--- config.mk ---
export PLATFORM = sky130hd
export DESIGN_NAME = cws_cell
export DESIGN_NICKNAME = d
export VERILOG_FILES = /design/src/hw/rtl/cws_pkg.sv /design/src/hw/rtl/cws_cell.sv
export SDC_FILE = /design/constraint.sdc
export NUM_CORES = 2
export LEC_CHECK = 0
export BUFFER_PORTS_ARGS = -buffer_cell sky130_fd_sc_hd__buf_2
export CAP_MARGIN = 25
export CELL_PAD_IN_SITES_DETAIL_PLACEMENT = 0
export CELL_PAD_IN_SITES_GLOBAL_PLACEMENT = 1
export CORE_MARGIN = 5
export CORE_UTILIZATION = 51
export DETAILED_ROUTE_END_ITERATION = 10
export GPL_TIMING_DRIVEN = 0
export PLACE_DENSITY_LB_ADDON = 0.1
export SLEW_MARGIN = 25
export SYNTH_ARGS = -nofsm -noshare
export SYNTH_HDL_FRONTEND = slang
export SYNTH_SLANG_ARGS = --single-unit
--- constraint.sdc ---
create_clock -name i_clk -period 8 [get_ports i_clk]
set_clock_uncertainty 0.15 [all_clocks]
set_input_delay 1.2 -clock i_clk [delete_from_list [all_inputs] [get_ports i_clk]]
set_output_delay 1.2 -clock i_clk [all_outputs]
set_load 0.05 [all_outputs]
--- src/hw/rtl/cws_pkg.sv ---
`default_nettype none

package cws_pkg;

    // Field and register widths.
    localparam int COEF_W     = 16;
    localparam int GAIN_W     = 16;
    localparam int TC_W       = 3;
    localparam int OUT_W      = 24;
    localparam int CFG_IDX_W  = 3;
    localparam int CFG_DATA_W = 16;
    localparam int COEF_REGS  = 6;

    // Fraction bits of the gain, of the result and of the weights.
    localparam int GAIN_SHIFT = 15;
    localparam int OUT_FRAC   = 15;
    localparam int COEF_FRAC  = 12;

    localparam int OUT_MAX = 8388607;
    localparam int OUT_MIN = -8388608;

    // Register indexes on the configuration channel.
    localparam logic [CFG_IDX_W-1:0] REG_GAIN   = 3'd0;
    localparam logic [CFG_IDX_W-1:0] REG_TERMS  = 3'd1;
    localparam logic [CFG_IDX_W-1:0] REG_COEFF0 = 3'd2;
    localparam logic [CFG_IDX_W-1:0] REG_COEFF5 = 3'd7;

    // Values after reset.
    localparam logic signed [GAIN_W-1:0] GAIN_RST  = 16'sd32767;
    localparam logic [TC_W-1:0]          TC_RST    = 3'd2;
    localparam logic signed [COEF_W-1:0] COEF1_RST = 16'sd4096;

    // Forward control of one pipeline stage.
    typedef struct packed {
        logic vld;
        logic last;
    } t_beat;

endpackage

`default_nettype wire

--- src/hw/rtl/cws_cell.sv ---
`default_nettype none

module cws_cell #(
    parameter int SAMPLE_BITS = 16,
    parameter int ACC_W       = 37
) (
    input  wire logic                               i_clk,
    input  wire logic                               i_rst_n,
    input  wire cws_pkg::t_beat                     i_beat,
    output logic                                    o_rdy,
    input  wire logic signed [SAMPLE_BITS:0]        i_x,
    input  wire logic signed [SAMPLE_BITS:0]        i_cur,
    input  wire logic signed [SAMPLE_BITS:0]        i_prev,
    input  wire logic signed [ACC_W-1:0]            i_acc,
    input  wire logic signed [cws_pkg::COEF_W-1:0]  i_coef,
    output cws_pkg::t_beat                          o_beat,
    input  wire logic                               i_rdy,
    output logic signed [SAMPLE_BITS:0]             o_x,
    output logic signed [SAMPLE_BITS:0]             o_cur,
    output logic signed [SAMPLE_BITS:0]             o_prev,
    output logic signed [ACC_W-1:0]                 o_acc
);
    import cws_pkg::*;

    localparam int F   = SAMPLE_BITS - 1;
    localparam int XW  = SAMPLE_BITS + 1;
    localparam int PW  = 2 * XW;
    localparam int WPW = COEF_W + XW;
    localparam int HW  = PW - F + 1;
    localparam int DW  = HW + 1;

    localparam logic signed [XW-1:0] ONE     = {2'b01, {F{1'b0}}};
    localparam logic signed [XW-1:0] NEG_ONE = {2'b11, {F{1'b0}}};

    t_beat                   r_a_beat;
    logic signed [XW-1:0]    r_a_x;
    logic signed [XW-1:0]    r_a_cur;
    logic signed [XW-1:0]    r_a_prev;
    logic signed [PW-1:0]    r_a_prod;
    logic signed [WPW-1:0]   r_a_wp;
    logic signed [ACC_W-1:0] r_a_acc;

    t_beat                   r_b_beat;
    logic signed [XW-1:0]    r_b_x;
    logic signed [XW-1:0]    r_b_cur;
    logic signed [XW-1:0]    r_b_prev;
    logic signed [ACC_W-1:0] r_b_acc;

    logic                    n_rdy_a;
    logic                    n_rdy_b;
    logic signed [PW-1:0]    n_prod;
    logic signed [WPW-1:0]   n_wp;
    logic signed [HW-1:0]    n_half;
    logic signed [DW-1:0]    n_diff;
    logic signed [XW-1:0]    n_nxt;
    logic signed [ACC_W-1:0] n_acc;

    assign n_rdy_b = !r_b_beat.vld || i_rdy;
    assign n_rdy_a = !r_a_beat.vld || n_rdy_b;

    assign n_prod = i_x * i_cur;
    assign n_wp   = i_coef * i_cur;

    // floor(2*x*T / 2^F) is x*T shifted right by F-1.
    assign n_half = $signed(r_a_prod[PW-1:F-1]);
    assign n_diff = DW'(n_half) - DW'(r_a_prev);
    assign n_nxt  = (n_diff > DW'(ONE)) ? ONE :
                    ((n_diff < DW'(NEG_ONE)) ? NEG_ONE : n_diff[XW-1:0]);

    assign n_acc = r_a_acc + {{(ACC_W-WPW){r_a_wp[WPW-1]}}, r_a_wp};

    always_ff @(posedge i_clk) begin
        if (!i_rst_n) begin
            r_a_beat <= '0;
            r_b_beat <= '0;
        end else begin
            if (n_rdy_a) r_a_beat <= i_beat;
            if (n_rdy_b) r_b_beat <= r_a_beat;
        end
    end

    always_ff @(posedge i_clk) begin
        if (n_rdy_a && i_beat.vld) begin
            r_a_x    <= i_x;
            r_a_cur  <= i_cur;
            r_a_prev <= i_prev;
            r_a_prod <= n_prod;
            r_a_wp   <= n_wp;
            r_a_acc  <= i_acc;
        end
        if (n_rdy_b && r_a_beat.vld) begin
            r_b_x    <= r_a_x;
            r_b_cur  <= n_nxt;
            r_b_prev <= r_a_cur;
            r_b_acc  <= n_acc;
        end
    end

    assign o_rdy  = n_rdy_a;
    assign o_beat = r_b_beat;
    assign o_x    = r_b_x;
    assign o_cur  = r_b_cur;
    assign o_prev = r_b_prev;
    assign o_acc  = r_b_acc;

endmodule

`default_nettype wire

==> summary.txt <==
Synth
  – Synth warn: 0
  – FF+latch count, synth: 233
  – Post-Synthesis Cells: ~2.9k
  – Most frequent cell after synthesis: inv_1
  – Most frequent cells after synthesis: inv_1, fa_1, nand2_1
  – Top FF cell, synth: edfxtp_1
  – Netlist Area Pre-Place: 30700 µm²
  – Top cells by area, synth: fa_1, edfxtp_1, ha_1
  – Syn nets: 3801
  – Synth area leader: fa_1
  – Fraction of registers with async set/reset: 0%
  – Register area share after synthesis: 22.7%
  – Top-area cell type share of the netlist area: 37.4%
  – Post-synth EDFFs: 229
  – Netlist cell types: 74
  – Avg Inst Size Synth: roughly 11 µm²

Placement
  – Routability cong.: 0.902
  – I/O Buffers: 196
  – Detail Placement HPWL: around 62 mm

Setup path
  – Required time of the critical path: 8.16 ns
  – Worst EP arrival: 7.89 ns
  – CP startpoint kind: primary input
  – Worst Path Max Fanout: 10
  – Crit path kind: in2reg
  – Setup crit end kind: flop

STA
  – Worst slew pin tran: 0.959 ns
  – Maximum operating frequency: ~130 MHz
  – Slew margin rel.: a little over a third
  – Endpoints failing setup: 0
  – Tcrit/Tclk final: 96.6%
  – Final hold vios: 0
  – Final Slew Violations: 0
  – Fin crit period: roughly 7.7 ns
  – Worst hold slack: 0.256 ns
  – RSZ-0062 raised after global routing: yes

Clock tree
  – Root Buffer: clkbuf_16
  – Worst-path clk slew: approximately 0.06 ns
  – Clk sink count: 233
  – CTS tree: yes
  – Num CTS Buffers: 28
  – Clock latency on the worst-skew pair: 0.59 ns
  – Clock buffer depth: 3
  – CTS H-tree lvls: 1

Routing
  – Via count: 21.2k
  – DR pass1 iterations: 7
  – Iter 0 DRT Violations: 1320
  – Routed WL per cell: 19.3 µm
  – Drc violations: 0
  – Antenna-violating nets left: 0
  – DR vias/cell: 5.38
  – Final WL: 76.0 mm

Cells and area
  – Nets: a little over 4k
  – Storage cell area: 6960 µm²
  – Fillcell total: 5298
  – Share of post-route cells with drive strength above 1: 9.69%
  – Area grow syn2layout: 10.7%
  – Area of the multi-input gates: 21200 µm²

Hold path
  – Hold WC Path Type: reg2reg

Floorplan
  – Starting Density: 51.2%
  – Core Area: 60000 µm²
  – Io pins: 200
  – Placement Rows: 90
  – Chip Height: 255 µm
  – Die X: 255 µm
  – Die area: 65200 µm²

Status
  – Outcome: finished, final reports clean

Global route
  – Initial antenna violation count: 4
  – Vias in the first global route: between 20k and 25k
  – GRT Total Usage: 24.0%
  – Total grt overflow: 0
  – Largest net degree at the start of global routing: 50
  – First-pass GRT wire length: 124 mm

Flow run
  – Max-Cap Viols: 0
[state kept, by name, summed over array words and instances (netlist names)]
| name | count |
|---|---|
| r_a_acc | 37 |
| r_a_wp | 33 |
| r_a_beat | 2 |
| r_a_cur | 17 |
| o_acc | 37 |
| r_a_x | 17 |
| o_prev | 17 |
| o_beat | 2 |
| o_cur | 17 |
| r_a_prev | 17 |
| o_x | 17 |
| r_a_prod | 20 |
[routing by layer]
layer  vias up  wire length [µm]  GRT usage [%]
met3        91              5650           4.17
met4         0              1350           4.32
met2       650             35600           38.7
li1       9561                 -              -
met1     10900             33300           34.9
met5         -                 0              0
[cells by family after synthesis]
kind of cell | after synthesis | share of synthesized area [%]
xor gates and xnor gates | 106 | 3.02
muxes | 2 | 0.0652
buffers and inverters | 676 | 8.30
adders and majority gates | 794 | 46.4
and+or+nand+nor | 778 | 12.8
DFF | 233 | 22.7
AOI/OAI and AO/OA | 309 | 6.79
[layout make-up]
cell class	instances	area share [%]
multi-input cells	1989	62.4
flip-flops and latches	233	20.5
inverters	579	6.40
repair buffers	202	3.28
well taps	782	2.88
clock buffers	29	2.14
clock inverters	23	1.26
plain buffers	94	1.15
diodes	1	0.00736
[cell usage in the layout (no fill, tap or decap), drive strengths merged, types with 4 or more instances in the layout]
master	count
or3	6
clkbuf	118
clkinv	8
nand4	13
buf	207
edfxtp	229
o211ai	14
and2	280
dfxtp	4
ha	221
nor2b	17
or4	5
bufinv	12
o21ai	48
and3	12
a211oi	9
nor3	14
xnor2	76
a21oi	104
nand2	300
a31oi	5
a2111oi	4
fa	573
a221oi	5
xor2	30
nand3	16
a21o	43
o21a	17
a21boi	9
nor4	4
nand2b	26
o21bai	11
o31ai	7
nor2	74
inv	580
[worst max-delay path, cell delays in order]
cell and delay [ns]:
buf_2 0.27, clkbuf_1 0.59, nand2_1 0.15, fa_1 0.51
fa_1 0.46, fa_1 0.56, inv_1 0.06, fa_1 0.54
fa_1 0.50, inv_1 0.05, fa_1 0.47, inv_1 0.04
ha_1 0.34, a21o_1 0.18, a21oi_1 0.13, nor2b_1 0.05
o21ai_0 0.33, o21a_1 0.16, o21ai_0 0.17, a41oi_1 0.42
nor3_1 0.08, or4b_2 0.62
[stage by stage]
stage | TNS [ns] | cells | instance area, µm² | worst slack [ns] | utilization, %
final | 0 | 3932 | 34000 | 0.272 | 56.6
after global routing | -0.0172 | 3932 | 34000 | -0.0138 | 56.6
after CTS | 0 | 3934 | 34000 | 0.165 | 56.6
after detailed placement | -2.96 | 3882 | 32800 | -0.450 | 54.7
after global placement | -21.04 | 3876 | 32700 | -0.475 | 54.4
after floorplan | 0 | 2898 | 30700 | 0.705 | -
[repair_timing]
item	CTS	global route
hold buffers	0	0
endpoints found under the setup margin	0	8
gates resized for setup	0	50
setup buffers	0	0
[path summary, 6_finish.rpt]
| path | cells past startpoint | to | startpoint | slack, ns |
|---|---|---|---|---|
| worst min-delay path | 0 | o_prev[14]$_DFFE_PP_ | r_a_cur[14]$_DFFE_PP_ | 0.26 |
| worst max-delay path | 22 | r_a_wp[25]$_DFFE_PP_ | i_cur[8] | 0.27 |
| worst min register to register | 0 | o_prev[14]$_DFFE_PP_ | r_a_cur[14]$_DFFE_PP_ | 0.26 |
| worst max register to register | 10 | o_acc[31]$_DFFE_PP_ | r_a_acc[1]$_DFFE_PP_ | 4.06 |
Power is not shown: default switching activity piles up to over one toggle a cycle in this logic, so the estimate is an artifact.
