==> src/hw/rtl/cws_pkg.sv <==
`default_nettype none

package cws_pkg;

    // Field and register widths.
    localparam int COEF_W     = 16;
    localparam int GAIN_W     = 16;
    localparam int TC_W       = 3;
    localparam int OUT_W      = 24;
    localparam int CFG_IDX_W  = 3;
    localparam int CFG_DATA_W = 16;
    localparam int COEF_REGS  = 6;

    // Fraction bits of the gain, of the result and of the weights.
    localparam int GAIN_SHIFT = 15;
    localparam int OUT_FRAC   = 15;
    localparam int COEF_FRAC  = 12;

    localparam int OUT_MAX = 8388607;
    localparam int OUT_MIN = -8388608;

    // Register indexes on the configuration channel.
    localparam logic [CFG_IDX_W-1:0] REG_GAIN   = 3'd0;
    localparam logic [CFG_IDX_W-1:0] REG_TERMS  = 3'd1;
    localparam logic [CFG_IDX_W-1:0] REG_COEFF0 = 3'd2;
    localparam logic [CFG_IDX_W-1:0] REG_COEFF5 = 3'd7;

    // Values after reset.
    localparam logic signed [GAIN_W-1:0] GAIN_RST  = 16'sd32767;
    localparam logic [TC_W-1:0]          TC_RST    = 3'd2;
    localparam logic signed [COEF_W-1:0] COEF1_RST = 16'sd4096;

    // Forward control of one pipeline stage.
    typedef struct packed {
        logic vld;
        logic last;
    } t_beat;

endpackage

`default_nettype wire

==> src/hw/rtl/cws_front.sv <==
`default_nettype none

module cws_front #(
    parameter int SAMPLE_BITS = 16,
    parameter int ACC_W       = 37
) (
    input  wire logic                               i_clk,
    input  wire logic                               i_rst_n,
    input  wire cws_pkg::t_beat                     i_beat,
    output logic                                    o_rdy,
    input  wire logic signed [SAMPLE_BITS-1:0]      i_sample,
    input  wire logic signed [cws_pkg::GAIN_W-1:0]  i_gain,
    input  wire logic signed [cws_pkg::COEF_W-1:0]  i_coef0,
    output cws_pkg::t_beat                          o_beat,
    input  wire logic                               i_rdy,
    output logic signed [SAMPLE_BITS:0]             o_x,
    output logic signed [ACC_W-1:0]                 o_acc
);
    import cws_pkg::*;

    localparam int F   = SAMPLE_BITS - 1;
    localparam int XW  = SAMPLE_BITS + 1;
    localparam int PW  = SAMPLE_BITS + GAIN_W;
    localparam int PAD = ACC_W - COEF_W - F;

    localparam logic signed [XW-1:0] ONE     = {2'b01, {F{1'b0}}};
    localparam logic signed [XW-1:0] NEG_ONE = {2'b11, {F{1'b0}}};

    t_beat                  r_p_beat;
    logic signed [PW-1:0]   r_p_prod;
    t_beat                  r_q_beat;
    logic signed [XW-1:0]   r_q_x;
    logic signed [ACC_W-1:0] r_q_acc;

    logic                   n_rdy1;
    logic                   n_rdy2;
    logic signed [PW-1:0]   n_prod;
    logic signed [XW-1:0]   n_sh;
    logic signed [XW-1:0]   n_x;
    logic signed [ACC_W-1:0] n_acc;

    assign n_rdy2 = !r_q_beat.vld || i_rdy;
    assign n_rdy1 = !r_p_beat.vld || n_rdy2;

    assign n_prod = i_sample * i_gain;

    // The product is Q2.(F+15); dropping 15 bits floors it to Q2.F.
    assign n_sh = $signed(r_p_prod[PW-1:GAIN_SHIFT]);
    assign n_x  = (n_sh > ONE) ? ONE : ((n_sh < NEG_ONE) ? NEG_ONE : n_sh);

    // Weight of T0 times the constant one.
    assign n_acc = {{PAD{i_coef0[COEF_W-1]}}, i_coef0, {F{1'b0}}};

    always_ff @(posedge i_clk) begin
        if (!i_rst_n) begin
            r_p_beat <= '0;
            r_q_beat <= '0;
        end else begin
            if (n_rdy1) r_p_beat <= i_beat;
            if (n_rdy2) r_q_beat <= r_p_beat;
        end
    end

    always_ff @(posedge i_clk) begin
        if (n_rdy1 && i_beat.vld) begin
            r_p_prod <= n_prod;
        end
        if (n_rdy2 && r_p_beat.vld) begin
            r_q_x   <= n_x;
            r_q_acc <= n_acc;
        end
    end

    assign o_rdy  = n_rdy1;
    assign o_beat = r_q_beat;
    assign o_x    = r_q_x;
    assign o_acc  = r_q_acc;

endmodule

`default_nettype wire

==> config.mk <==
export PLATFORM = sky130hd
export DESIGN_NAME = cws_front
export DESIGN_NICKNAME = d
export VERILOG_FILES = /design/src/hw/rtl/cws_pkg.sv /design/src/hw/rtl/cws_front.sv
export SDC_FILE = /design/constraint.sdc
export NUM_CORES = 1
export LEC_CHECK = 0
export ABC_AREA = 1
export BUFFER_PORTS_ARGS = -buffer_cell sky130_fd_sc_hd__buf_2
export CAP_MARGIN = 20
export CORE_AREA = 3 3 149 165
export DETAILED_ROUTE_END_ITERATION = 8
export DIE_AREA = 0 0 152 168
export GPL_TIMING_DRIVEN = 0
export PLACE_DENSITY = 0.84
export SYNTH_ARGS = -nofsm -noshare
export SYNTH_HDL_FRONTEND = slang
export SYNTH_SLANG_ARGS = --single-unit
==> constraint.sdc <==
create_clock -name i_clk -period 5.85 [get_ports i_clk]
set_input_delay 0.585 -clock i_clk [delete_from_list [all_inputs] [get_ports i_clk]]
set_output_delay 0.585 -clock i_clk [all_outputs]
set_load 0.005 [all_outputs]
==> flow_metrics.tcl, run 1 <==
set metrics [dict create \
    status "finished clean" \
    area_growth_pct 9.17 \
    cts_tree "done" \
    design.die.area_mm2 0.0255 \
    final_antenna_net_count 0 \
    ys_ff_latch 54 \
    crit_top_cell "fa_1" \
    period_minus_slack_ns 5.79 \
    async_reset_ff_share_pct 0 \
    yosys_warnings 0 \
    finalHoldViolations 0 \
    htreeDepth 2 \
    yosys.cell_count.top_type "inv_1" \
    port_buffers 70 \
    placementRows 58 \
    clock_sinks 54 \
    grt_pass1_wl_um 50600 \
    finalHoldWorstSlack_ns 0.475 \
    worst-r2r-cell-count 8 \
    crit_chain "clkbuf_2 > buf_4 > nand2_1 > fa_1 > fa_1 > inv_1 > fa_1 > inv_1 > fa_1 > fa_1 > fa_1 > inv_1 > ha_1 > nand2_1 > inv_2 > nand2_1 > o21ai_0 > a21oi_1 > nand3_1 > nand2_1" \
    track_usage_pct 24.5 \
    synth_ff_type "edfxtp_1" \
    synthesis.area_mm2 0.0126 \
    start_util_pct 54.7 \
    crit_arrival_ns 5.82 \
    antennaDiodeCount 0 \
    nets 2057 \
    place.detailed.hpwl_um 26500 \
    clk_pin_slew_ns 0.06 \
    ios 110 \
    hold_depth 1 \
    cts_max_path_buffers 2 \
    min_from "i_coef0[12]" \
    vias_per_cell 5.10 \
    cts_buffers 5 \
    syn_area_per_cell_um2 7.98 \
    nFillCells 1997 \
    crit_path_start "i_gain[4]" \
    synth_area_leaders "fa_1, inv_1, nand2_1" \
    antenna_found_initial 0 \
    rr_startpoint "r_p_prod[26]$_DFFE_PP_" \
    gp_congestion 0.936 \
    utilization_pct 59.8 \
    hold_path.class "input port to flip-flop" \
    crit_required_ns 5.89 \
    via_count 10000 \
    first_iter_violations 746 \
    grt-ovfl-total 0 \
    max_stage_delay_ns 0.57 \
    yosysTopAreaCellShare_pct 41.6 \
    grt_pass1_vias 10600 \
    fmaxAchievable_mhz 173 \
    endpoint_kind "flip-flop" \
    yosysTopAreaCell "fa_1" \
    finalCritPeriodShare_pct 98.9 \
    fin_skew_ns 0.00538 \
    yosysSeqAreaShare_pct 12.6 \
    start_kind "input port" \
    core_area_mm2 0.0229 \
    synth_common_cells "inv_1, nand2_1, fa_1" \
    wire_per_inst_um 15.6 \
    worst_pin_slew_ns 0.890 \
    drv_cap 0 \
    slowest_stage "fa_1" \
    synth_edf_count 50 \
    cts_hold_buf 0 \
    drc 0 \
    drive_gt1_share_pct 11.8 \
    ys_types 33 \
    routed_wl_um 30700 \
    drt_first_pass_iters 6 \
    setup_viol 0 \
    cp_max_fo 10 \
    crit_type "input port to flip-flop" \
    grt_max_degree 34 \
    slew_headroom_pct 40.5 \
    cts-root-buf "clkbuf_16" \
    synth_cells 1574 \
    clk_latency_ns 0.28 \
    die_w_um 152 \
    drv_slew 0 \
    die_h_um 168 \
]
placed cells by master, fill, tap and decap left out, types with 9 or more instances in the layout:
cell and n:
nand3_1 38, ha_1 78, nor2_1 67, buf_6 10, clkbuf_2 23, o21ai_1 9, buf_2 73, conb_1 15
o21ai_0 13, nand2_1 421, a21oi_1 29, edfxtp_1 50, inv_1 454, inv_2 14, buf_4 30, fa_1 257
area by class of cell:
type,count,area [um2],share of cell area (%)
flip-flops and latches,54,1580,11.5
clock buffers,6,129,0.940
plain buffers,76,528,3.85
clock inverters,2,10.0,0.0730
multi-input cells,984,8950,65.3
repair buffers,72,365,2.67
inverters,471,1770,12.9
well taps,300,375,2.74
timing repair:
action	CTS	global route
resized for setup	45	104
pin swaps	1	1
buffers inserted	1	1
endpoints found under the setup margin	17	16
per-stage QoR:
step / area, um2 / TNS (ns) / setup slack (ns) / std cells
finish: 13700 / 0 / 0.0647 / 1965
CTS: 13500 / 0 / 0.00521 / 1965
global route: 13700 / -0.0107 / -0.0107 / 1965
detailed placement: 13300 / -10.72 / -0.850 / 1958
floorplan: 12600 / 0 / 0.0921 / 1588
global placement: 13300 / -9.55 / -0.813 / 1958
layer usage:
metal	global-route usage, %	routed length [um]	vias up	part of all wire, %
met4	8.13	1080	0	3.5
met1	29.6	11100	4838	36
li1	-	-	4622	-
met3	4.01	2570	85	8.4
met2	44.6	15900	468	52
met5	0	0	-	0
kinds of logic after synthesis:
logic type	after synthesis	share of synthesized area [%]
compound gates	56	2.29
flops	54	12.6
xor+xnor	5	0.349
buf+inv	550	17.1
simple gates	568	18.2
fa+ha+maj	340	49.5
other cells	1	0.0299
worst paths after layout:
| kind | endpoint | slack (ns) |
|---|---|---|
| max | r_p_prod[25]$_DFFE_PP_ | 0.06 |
| min | o_acc[27]$_DFFE_PP_ | 0.47 |
| max reg2reg | o_x[13]$_SDFFCE_PP0P_ | 4.04 |
| min reg2reg | r_p_beat[0]$_SDFFE_PN0N_ | 0.47 |
sequential cells by signal (all words and copies together), names as in the netlist:
signal,flops
r_p_prod,17
r_p_beat,2
o_x,17
o_beat,2
o_acc,16
critical path, delay by kind of cell:
kind / cells / cell delay, ns
adders and majority gates: 7 / 3.49
buffers and inverters: 6 / 0.75
and+or+nand+nor: 5 / 0.54
AOI/OAI and AO/OA: 2 / 0.47
Power of run 1 is not shown: default switching activity piles up to over one toggle a cycle in this logic, so the estimate is an artifact.
==> inputs of run 2 (changes only) <==
--- a/config.mk
+++ b/config.mk
@@ -9,10 +9,12 @@
 export BUFFER_PORTS_ARGS = -buffer_cell sky130_fd_sc_hd__buf_2
 export CAP_MARGIN = 20
 export CORE_AREA = 3 3 149 165
+export CTS_BUF_LIST = sky130_fd_sc_hd__clkbuf_16
 export DETAILED_ROUTE_END_ITERATION = 8
 export DIE_AREA = 0 0 152 168
 export GPL_TIMING_DRIVEN = 0
 export PLACE_DENSITY = 0.84
+export RECOVER_POWER = 50
 export SYNTH_ARGS = -nofsm -noshare
 export SYNTH_HDL_FRONTEND = slang
 export SYNTH_SLANG_ARGS = --single-unit
==> run 2 against run 1 <==
Compared with the run above: the run now ends with max-capacitance violations, max-slew violations left; register-to-register slack worse by 0.95 ns; flip-flop and latch count unchanged; clock skew about the same; setup slack better by 0.029 ns; hold slack worse by 0.0043 ns; die area unchanged; non-clock buffer count unchanged; global-route usage unchanged; critical path type unchanged; highest routed layer unchanged.
==> flow_metrics.tcl, run 2 (synthesis results as in run 1) <==
set metrics [dict create \
    status "complete, but fails checks" \
    violations "max-capacitance violations, max-slew violations" \
    seq_area_mm2 0.00158 \
    drv_slew 34 \
    start_kind "input port" \
    setup_viol 0 \
    hold_path.class "input port to flip-flop" \
    area_growth_pct 8.85 \
    finalCritPeriodShare_pct 98.4 \
    drive_gt1_share_pct 10.2 \
    fmaxAchievable_mhz 174 \
    core_area_mm2 0.0229 \
    die_h_um 168 \
    crit_type "input port to flip-flop" \
    grt_pass1_vias 10600 \
    finalHoldViolations 0 \
    grt-ovfl-total 0 \
    nets 2057 \
    ios 110 \
    wire_per_inst_um 15.6 \
    track_usage_pct 24.5 \
    cts_tree "done" \
    crit_required_ns 5.89 \
    multi_input_area_mm2 0.00894 \
    via_count 10100 \
    endpoint_kind "flip-flop" \
    clock_sinks 54 \
    nFillCells 2010 \
    place.detailed.hpwl_um 26500 \
    slew_headroom_pct -71.6 \
    antenna_found_initial 0 \
    design.die.area_mm2 0.0255 \
    layout_commonest_cell "inv_1" \
    final_antenna_net_count 0 \
    drt_first_pass_iters 6 \
    drc 0 \
    cp_max_fo 10 \
    worst_pin_slew_ns 2.56 \
    start_util_pct 54.7 \
    clk_latency_ns 0.29 \
    fin_skew_ns 0.00579 \
    first_iter_violations 757 \
    cts_max_path_buffers 2 \
    placementRows 58 \
    period_minus_slack_ns 5.76 \
    antennaDiodeCount 0 \
    routed_wl_um 30700 \
    cts-root-buf "clkbuf_16" \
    die_w_um 152 \
    layout.cells.most_common_list "inv_1, nand2_1, fa_1" \
    clk_pin_slew_ns 0.07 \
    grt_pass1_wl_um 50600 \
    drv_cap 1 \
    vias_per_cell 5.13 \
    crit_arrival_ns 5.80 \
    finalHoldWorstSlack_ns 0.471 \
    htreeDepth 2 \
    cts_buffers 5 \
    grt_max_degree 34 \
    port_buffers 70 \
    gp_congestion 0.936 \
]
run 2: routing by layer:
metal  global-route usage, %  part of all wire, %  wire [um]
met5                       0                    0          0
met4                    8.13                  4.0       1210
met3                    4.01                  8.3       2550
met2                    44.6                   52      15800
met1                    29.6                   36      11100
run 2: final timing paths:
path                              endpoint  slack [ns]                startpoint  cells past startpoint
setup / recovery    r_p_prod[25]$_DFFE_PP_        0.09              i_sample[11]                     20
hold / removal         o_acc[27]$_DFFE_PP_        0.47               i_coef0[12]                      1
setup reg to reg      o_x[7]$_SDFFCE_PP0P_        3.09    o_beat[1]$_SDFFE_PN0P_                      3
hold reg to reg   r_p_beat[0]$_SDFFE_PN0N_        0.48  r_p_beat[0]$_SDFFE_PN0N_                      2
run 2: worst max-delay path, stage by stage:
cell      delay [ns]
clkbuf_2        0.23
buf_4           0.24
nand2_1         0.10
fa_1            0.52
fa_1            0.50
inv_1           0.06
fa_1            0.52
inv_1           0.06
fa_1            0.57
fa_1            0.45
fa_1            0.55
inv_1           0.06
ha_1            0.37
nand2_1         0.18
inv_2           0.10
nand2_1         0.11
o21ai_0         0.31
a21oi_1         0.14
nand3_1         0.09
nand2_1         0.06
run 2: final cells by class:
| class | instances | area share [%] |
|---|---|---|
| multi-input combinational | 984 | 65.4 |
| buffer | 76 | 3.86 |
| inverter | 471 | 12.9 |
| tap | 300 | 2.75 |
| timing repair buffer | 72 | 2.44 |
| sequential | 54 | 11.6 |
| clock buffer | 5 | 0.916 |
| clock inverter | 3 | 0.101 |
run 2: what timing repair did:
item                                    in CTS  in global routing
resized for setup                           45                104
hold buffers                                 0                  0
pin swaps                                    1                  1
buffers inserted                             1                  1
endpoints found under the setup margin      17                 16
run 2: per-stage QoR:
| step | setup TNS (ns) | utilization (%) | instances | setup slack (ns) | instance area [um2] |
|---|---|---|---|---|---|
| floorplan | 0 | - | 1588 | 0.0921 | 12600 |
| global placement | -9.55 | 58.2 | 1958 | -0.813 | 13300 |
| detailed placement | -10.72 | 58.2 | 1958 | -0.850 | 13300 |
| CTS | 0 | 59.1 | 1965 | 0.00521 | 13500 |
| global route | -0.0107 | 59.6 | 1965 | -0.0107 | 13700 |
| finish | 0 | 59.6 | 1965 | 0.0938 | 13700 |
Power of run 2 is left out for the same reason.
