==> src/hw/rtl/cws_pkg.sv <==
`default_nettype none

package cws_pkg;

    // Field and register widths.
    localparam int COEF_W     = 16;
    localparam int GAIN_W     = 16;
    localparam int TC_W       = 3;
    localparam int OUT_W      = 24;
    localparam int CFG_IDX_W  = 3;
    localparam int CFG_DATA_W = 16;
    localparam int COEF_REGS  = 6;

    // Fraction bits of the gain, of the result and of the weights.
    localparam int GAIN_SHIFT = 15;
    localparam int OUT_FRAC   = 15;
    localparam int COEF_FRAC  = 12;

    localparam int OUT_MAX = 8388607;
    localparam int OUT_MIN = -8388608;

    // Register indexes on the configuration channel.
    localparam logic [CFG_IDX_W-1:0] REG_GAIN   = 3'd0;
    localparam logic [CFG_IDX_W-1:0] REG_TERMS  = 3'd1;
    localparam logic [CFG_IDX_W-1:0] REG_COEFF0 = 3'd2;
    localparam logic [CFG_IDX_W-1:0] REG_COEFF5 = 3'd7;

    // Values after reset.
    localparam logic signed [GAIN_W-1:0] GAIN_RST  = 16'sd32767;
    localparam logic [TC_W-1:0]          TC_RST    = 3'd2;
    localparam logic signed [COEF_W-1:0] COEF1_RST = 16'sd4096;

    // Forward control of one pipeline stage.
    typedef struct packed {
        logic vld;
        logic last;
    } t_beat;

endpackage

`default_nettype wire

==> src/hw/rtl/cws_back.sv <==
`default_nettype none

module cws_back #(
    parameter int SAMPLE_BITS = 16,
    parameter int ACC_W       = 37
) (
    input  wire logic                        i_clk,
    input  wire logic                        i_rst_n,
    input  wire cws_pkg::t_beat              i_beat,
    output logic                             o_rdy,
    input  wire logic signed [ACC_W-1:0]     i_acc,
    output cws_pkg::t_beat                   o_beat,
    input  wire logic                        i_rdy,
    output logic [cws_pkg::OUT_W-1:0]        o_data
);
    import cws_pkg::*;

    // Sum is Q.(F+12); the result is Q.15.
    localparam int SH = SAMPLE_BITS - 1 + COEF_FRAC - OUT_FRAC;
    localparam int SW = ACC_W - SH;
    localparam int CW = (SW > OUT_W) ? SW : OUT_W;

    localparam logic signed [CW-1:0] OMAX = CW'(OUT_MAX);
    localparam logic signed [CW-1:0] OMIN = CW'(OUT_MIN);

    t_beat               r_o_beat;
    logic [OUT_W-1:0]    r_o_data;

    logic                n_rdy;
    logic signed [SW-1:0] n_sh;
    logic signed [CW-1:0] n_ext;
    logic signed [CW-1:0] n_sat;

    assign n_rdy = !r_o_beat.vld || i_rdy;
    assign n_sh  = $signed(i_acc[ACC_W-1:SH]);
    assign n_ext = CW'(n_sh);
    assign n_sat = (n_ext > OMAX) ? OMAX : ((n_ext < OMIN) ? OMIN : n_ext);

    always_ff @(posedge i_clk) begin
        if (!i_rst_n) begin
            r_o_beat <= '0;
        end else if (n_rdy) begin
            r_o_beat <= i_beat;
        end
    end

    always_ff @(posedge i_clk) begin
        if (n_rdy && i_beat.vld) begin
            r_o_data <= n_sat[OUT_W-1:0];
        end
    end

    assign o_rdy  = n_rdy;
    assign o_beat = r_o_beat;
    assign o_data = r_o_data;

endmodule

`default_nettype wire

==> config.mk <==
export PLATFORM = sky130hd
export DESIGN_NAME = cws_back
export DESIGN_NICKNAME = d
export VERILOG_FILES = /design/src/hw/rtl/cws_pkg.sv /design/src/hw/rtl/cws_back.sv
export SDC_FILE = /design/constraint.sdc
export NUM_CORES = 1
export LEC_CHECK = 0
export BUFFER_PORTS_ARGS = -buffer_cell sky130_fd_sc_hd__buf_2
export CAP_MARGIN = 20
export CORE_MARGIN = 3
export CORE_UTILIZATION = 43
export DETAILED_ROUTE_END_ITERATION = 6
export PLACE_DENSITY = 0.85
export SLEW_MARGIN = 20
export SYNTH_ARGS = -nofsm -noshare
export SYNTH_HDL_FRONTEND = slang
export SYNTH_SLANG_ARGS = --single-unit
==> constraint.sdc <==
create_clock -name i_clk -period 3.3 [get_ports i_clk]
set_clock_uncertainty 0.05 [all_clocks]
set_input_delay 0.165 -clock i_clk [delete_from_list [all_inputs] [get_ports i_clk]]
set_output_delay 0.165 -clock i_clk [all_outputs]
set_load 0.01 [all_outputs]
==> out/qor.csv, run 1 <==
stage,metric,value,unit
detailed_routing,wire per inst,13.5,microns
placement,GPL Wtd Cong,0.697,
sta,setup violators final,0,
detailed_routing,initial DRC count,2,
finish,Synth-to-Final Area Change,30.5,%
setup_path,CP max-delay cell,and2_1,
sta,RSZ-0062 raised after global routing,no,
global_routing,largest net degree at the start of global routing,25,
detailed_routing,via count,700,
floorplan,die width,55.0,microns
synth,Cells after Synth,64,
floorplan,Initial Util,0.458,
synth,syn_nets,106,
power,Final Power,0.636,mW
detailed_routing,"antenna viol nets, final",0,
clocking,CTS Sinks,26,
sta,Slew @ Worst Pin,1.01,ns
detailed_routing,DRC,0,
finish,"commonest non-fill, non-tap cells in the layout","buf_2, edfxtp_1, a21o_1",
floorplan,IO Count,69,
sta,setup TNS,0,ns
finish,share of layout cells above drive strength 1,0.513,
global_routing,initial antenna violation count,0,
detailed_routing,Routed WL,1.99,mm
detailed_routing,TritonRoute pass-1 iters,4,
setup_path,crit-path cells,nor2b_1 -> inv_1 -> and2_1,
setup_path,Crit path max-delay family,simple AND/OR/NAND/NOR gates,
flow_run,max-cap violations,0,
setup_path,Worst EP arrival,1.67,ns
setup_path,Crit Path Max Fanout,24,
clocking,H-tree Lvls,1,
floorplan,Rows,17,
placement,number of instances in the placed design,143,
setup_path,crit path launch type,flop,
clocking,Post CTS Setup Buffer Count,0,
floorplan,Die Ht,55.0,microns
placement,post-DP HPWL,1.51,mm
global_routing,vias in the first global route,635,
clocking,TritonCTS Buffers,3,
clocking,CTS tree,built,
sta,Pins Over Slew Limit,0,
sta,relative max-transition margin,0.326,
global_routing,grt total ovfl,0,
floorplan,CORE AREA,2250,sq um
power,P_leak,0.664,nW
finish,Final nets,162,
power,Pwr Density,472,nW/um^2
global_routing,first-pass GRT wire length,2.85,mm
clocking,"CTS clk-pin slew, worst paths",0.13,ns
floorplan,Total Die Area,3020,sq um
power,Max IR drop VDD,260,uV
clocking,cts repair resizes,0,
synth,register bit total from synthesis,26,
setup_path,critical path's largest stage delay,0.80,ns
setup_path,CP Class,reg2reg,
synth,Synth cell types,15,
clocking,worst skew pair latency,0.30,ns
synth,"Seq/Total Area, Yosys",0.737,
setup_path,WP buf/inv,1,
placement,# port buffers,56,
sta,final hold vios,0,
clocking,Root Buffer Master,clkbuf_4,
finish,post-route insts no fill,147,
clocking,CTS max path bufs,2,
synth,synthesized area,1030,sq um
global_routing,gr usage total,0.135,
synth,mean post-synth cell area,16.1,sq um
worst_hold_path,HP Class,in2reg,
sta,Fmax,564,MHz
setup_path,"Req. time, crit path",3.19,ns
detailed_routing,routed vias/inst,4.76,
sta,Final min period,1.77,ns
synth,synth warn,0,
clocking,# hold bufs at CTS,0,
finish,antenna cell count,0,
setup_path,critical path capture point type,flop,
outcome,status,completed,
sta,Final period util,0.537,
finish,"commonest non-fill, non-tap cell in the layout",buf_2,
state kept, by name (all words and copies together), names as in the netlist:
signal	cells
o_data	24
o_beat	2
kinds of logic (layout without fill, tap and decap cells):
kind of cell             count (synthesis)  count (layout)  synth area share
multiplexers                             1               1           0.00970
flip-flops                              26              26             0.737
AND/OR/NAND/NOR                          6               6            0.0340
AO/OA/AOI/OAI                           23              23             0.167
adder cells (fa/ha/maj)                  1               1           0.00970
buffers and inverters                    7              62            0.0424
through the flow:
stage / instance area (sq um) / setup WS [ns] / hold WS, ns / utilization
2_1_floorplan: 1030 / 1.64 / 0.233 / -
3_3_place_gp: 1310 / 1.58 / 0.334 / 0.582
3_5_place_dp: 1310 / 1.50 / 0.349 / 0.582
4_1_cts: 1350 / 1.49 / 0.0200 / 0.598
5_1_grt: 1350 / 1.40 / 0.0165 / 0.598
6_report: 1350 / 1.53 / 0.0284 / 0.598
path summary, 6_finish.rpt:
| check | start | endpoint | slack (ns) | cells after the start |
|---|---|---|---|---|
| max | o_beat[1] | o_data[23] | 1.53 | 3 |
| min reg2reg | o_beat[0] | o_beat[0] | 0.43 | 2 |
| min | i_beat[1] | o_beat[1] | 0.03 | 2 |
| max reg2reg | o_beat[1] | o_data[23] | 1.53 | 3 |
layout make-up:
cell class	instances	area, sq um
Multi-Input combinational cell	31	228
Tap cell	28	35.0
Clock buffer	4	36.3
Timing Repair Buffer	56	280
Sequential cell	26	761
Fill cell	191	907
Inverter	2	7.51
per-layer routing:
metal  GRT usage  share of wire  vias up
met2       0.246           0.53       25
li1            -              -      344
met4      0.0729          0.014        0
met3      0.0107          0.066        2
met1       0.156           0.38      329
met5           0              0        -
worst reg2reg max path: stages, from the launching register on:
cell and delay [ns]:
dfxtp_1 0.33, nor2b_1 0.16, inv_1 0.07, and2_1 0.80
synth_stat cells:
| library cell | instances | area share |
|---|---|---|
| o21a_1 | 1 | 0.0073 |
| buf_2 | 2 | 0.0097 |
| and2_1 | 1 | 0.0061 |
| edfxtp_1 | 24 | 0.70 |
| nor2b_1 | 1 | 0.0061 |
| mux2i_1 | 1 | 0.0097 |
| inv_1 | 2 | 0.0073 |
| nand2_1 | 2 | 0.0073 |
| a21o_1 | 22 | 0.16 |
| buf_6 | 2 | 0.022 |
| dfxtp_1 | 2 | 0.039 |
| clkbuf_1 | 1 | 0.0036 |
| nand2b_1 | 1 | 0.0061 |
| maj3_1 | 1 | 0.0097 |
| nor2b_2 | 1 | 0.0085 |
power breakdown:
group	internal (mW)	total (mW)	switching (mW)
clock	0.0673	0.153	0.0860
combinational	0.0428	0.0891	0.0463
sequential	0.388	0.394	0.00542
Note: power is estimated with default switching activity, not from simulation.
==> inputs of run 2 (changes only) <==
--- a/config.mk
+++ b/config.mk
@@ -8,9 +8,9 @@
 export BUFFER_PORTS_ARGS = -buffer_cell sky130_fd_sc_hd__buf_2
 export CAP_MARGIN = 20
 export CORE_MARGIN = 3
-export CORE_UTILIZATION = 43
+export CORE_UTILIZATION = 40
 export DETAILED_ROUTE_END_ITERATION = 6
-export PLACE_DENSITY = 0.85
+export PLACE_DENSITY = 0.8
 export SLEW_MARGIN = 20
 export SYNTH_ARGS = -nofsm -noshare
 export SYNTH_HDL_FRONTEND = slang
==> constraint.sdc (replaced) <==
create_clock -name i_clk -period 1.7 [get_ports i_clk]
set_clock_uncertainty 0.05 [all_clocks]
set_input_delay 0.085 -clock i_clk [delete_from_list [all_inputs] [get_ports i_clk]]
set_output_delay 0.085 -clock i_clk [all_outputs]
set_load 0.01 [all_outputs]
==> run 2 against run 1 <==
Net effect: flip-flop and latch count stayed put; critical path depth is 1 higher; sequential power is 94% higher; worst setup slack worse by 1.3 ns; cell count is 21% higher; largest cell class unchanged.
==> out/qor.csv, run 2 (synthesized netlist as in run 1, its figures left out) <==
stage,metric,value,unit,change
setup_path,worst reg2reg startpoint,o_beat[1],,
sta,final hold vios,0,,unchanged
global_routing,gr usage total,0.159,,+0.0239
sta,Final period util,0.877,,
setup_path,Crit Path Max Fanout,22,,-8.3%
detailed_routing,TritonRoute pass-1 iters,3,,-1
finish,share of layout cells above drive strength 1,0.427,,-0.0859
setup_path,Worst EP arrival,1.62,ns,-0.05 ns
sta,worst hold slack,0.0570,ns,+0.0286 ns
sta,Slew @ Worst Pin,0.872,ns,-0.139 ns
sta,setup violators final,0,,unchanged
detailed_routing,via count,838,,+20%
global_routing,largest net degree at the start of global routing,23,,-8.0%
finish,"commonest non-fill, non-tap cells in the layout","buf_2, dlygate4sd3_1, edfxtp_1",,
global_routing,grt total ovfl,0,,unchanged
finish,Final nets,193,,+19%
setup_path,Reg2Reg Depth,3,,unchanged
flow_run,max-cap violations,0,,unchanged
clocking,Post CTS Setup Buffer Count,0,,unchanged
global_routing,first-pass GRT wire length,3.92,mm,+38%
setup_path,r2r endpoint,o_beat[0],,
setup_path,CP max-delay cell,nor2b_2,,
outcome,status,completed,,
power,Max IR drop VDD,474,uV,+82%
power,Final Power,1.25,mW,+97%
setup_path,WP depth,4,,+1
detailed_routing,routed vias/inst,4.71,,-1.1%
sta,relative max-transition margin,0.416,,+0.0902
detailed_routing,DRC,0,,unchanged
clocking,Root Buffer Master,clkbuf_4,,
floorplan,die width,56.8,microns,+3.3%
setup_path,"Req. time, crit path",1.82,ns,-1.37 ns
detailed_routing,initial DRC count,18,,+16
setup_path,internal reg-to-reg setup slack,0.24,ns,-1.29 ns
sta,Pins Over Slew Limit,0,,unchanged
global_routing,initial antenna violation count,0,,unchanged
floorplan,Rows,17,,unchanged
placement,post-DP HPWL,1.63,mm,+7.9%
sta,setup TNS,0,ns,unchanged
finish,antenna cell count,0,,unchanged
power,P_leak,0.792,nW,+19%
setup_path,critical path's largest stage delay,0.69,ns,-0.11 ns
detailed_routing,Routed WL,2.42,mm,+22%
setup_path,CP Class,in2reg,,
setup_path,critical path capture point type,flop,,
sta,RSZ-0062 raised after global routing,no,,
clocking,cts repair resizes,0,,unchanged
clocking,CTS max path bufs,2,,unchanged
floorplan,Initial Util,0.445,,-0.0126
setup_path,crit path launch type,primary input,,
finish,filler instances,172,,-9.9%
global_routing,vias in the first global route,857,,+35%
setup_path,crit path from,i_acc[36],,
clocking,TritonCTS Buffers,3,,unchanged
power,Pwr Density,765,nW/um^2,+62%
clocking,CTS tree,built,,
setup_path,Crit path max-delay family,simple AND/OR/NAND/NOR gates,,
clocking,CTS Sinks,26,,unchanged
clocking,"CTS clk-pin slew, worst paths",0.13,ns,about the same
floorplan,Total Die Area,3230,sq um,+6.7%
setup_path,WP buf/inv,2,,+1
floorplan,CORE AREA,2320,sq um,+2.8%
sta,setup slack after layout,0.209,ns,-1.32 ns
sta,Final min period,1.49,ns,
finish,Synth-to-Final Area Change,58.7,%,
finish,"commonest non-fill, non-tap cell in the layout",buf_2,,
clocking,# hold bufs at CTS,25,,+25
floorplan,IO Count,69,,unchanged
detailed_routing,"antenna viol nets, final",0,,unchanged
placement,# port buffers,56,,unchanged
placement,GPL Wtd Cong,0.640,,-8.1%
clocking,worst skew pair latency,0.30,ns,about the same
detailed_routing,wire per inst,13.6,microns,+0.56%
placement,DP Worst Slack,0.387,ns,-1.11 ns
setup_path,end of the critical path,o_data[19],,
clocking,H-tree Lvls,1,,unchanged
floorplan,Die Ht,56.8,microns,+3.3%
setup_path,crit-path cells,dlygate4sd3_1 -> buf_2 -> nor2b_2 -> a21o_1,,
finish,max FFs per register,24,,unchanged
worst_hold_path,HP Class,in2reg,,
sta,Fmax,671,MHz,
## run 2: cell count changes in the layout (fill, tap and decap cells not counted), sizes merged
| cell | before | now |
|---|---|---|
| buf | 56 | 60 |
| dlygate4sd3 | 0 | 27 |
## run 2: layer usage
metal / up-vias / global-route usage / part of all wire
met5: - / 0 / 0
met4: 0 / 0.0695 / 0.0087
met3: 2 / 0.00920 / 0.048
met2: 24 / 0.300 / 0.58
met1: 404 / 0.182 / 0.36
li1: 408 / - / -
## run 2: area by class of cell
class | count | area [sq um] | area share
Clock buffer | 4 | 26.3 | 0.0160
Tap cell | 28 | 35.0 | 0.0214
Multi-Input combinational cell | 31 | 228 | 0.139
Sequential cell | 26 | 761 | 0.464
Timing Repair Buffer | 87 | 581 | 0.354
Inverter | 2 | 7.51 | 0.00458
## run 2: worst register-to-register path: cells and delay by family, from the launching register on
kind          cells  cell delay, ns
buf+inv           1            0.55
flops             1            0.35
mux               1            0.21
simple gates      1            0.25
## run 2: report_power, final
group | internal (mW) | leakage (nW) | switching, mW
Clock | 0.0914 | 0.0150 | 0.162
Combinational | 0.131 | 0.530 | 0.104
Sequential | 0.753 | 0.247 | 0.0110
## run 2: through the flow
stage	cell area [sq um]	cells	utilization
after floorplan	1030	64	-
after global placement	1340	147	0.579
after detailed placement	1340	147	0.579
after CTS	1620	176	0.698
after global routing	1640	178	0.706
final	1640	178	0.706
## run 2: worst min path at each step
stage	slack [ns]	from	cells past startpoint	to
after CTS	0.004	i_acc[18]	2	o_data[6]
after global routing	0.05	i_acc[33]	2	o_data[21]
after detailed placement	0.27	i_beat[1]	2	o_beat[1]
final	0.06	i_acc[33]	2	o_data[21]
after global placement	0.25	i_beat[1]	2	o_beat[1]
after floorplan	0.15	i_rst_n	1	o_beat[1]
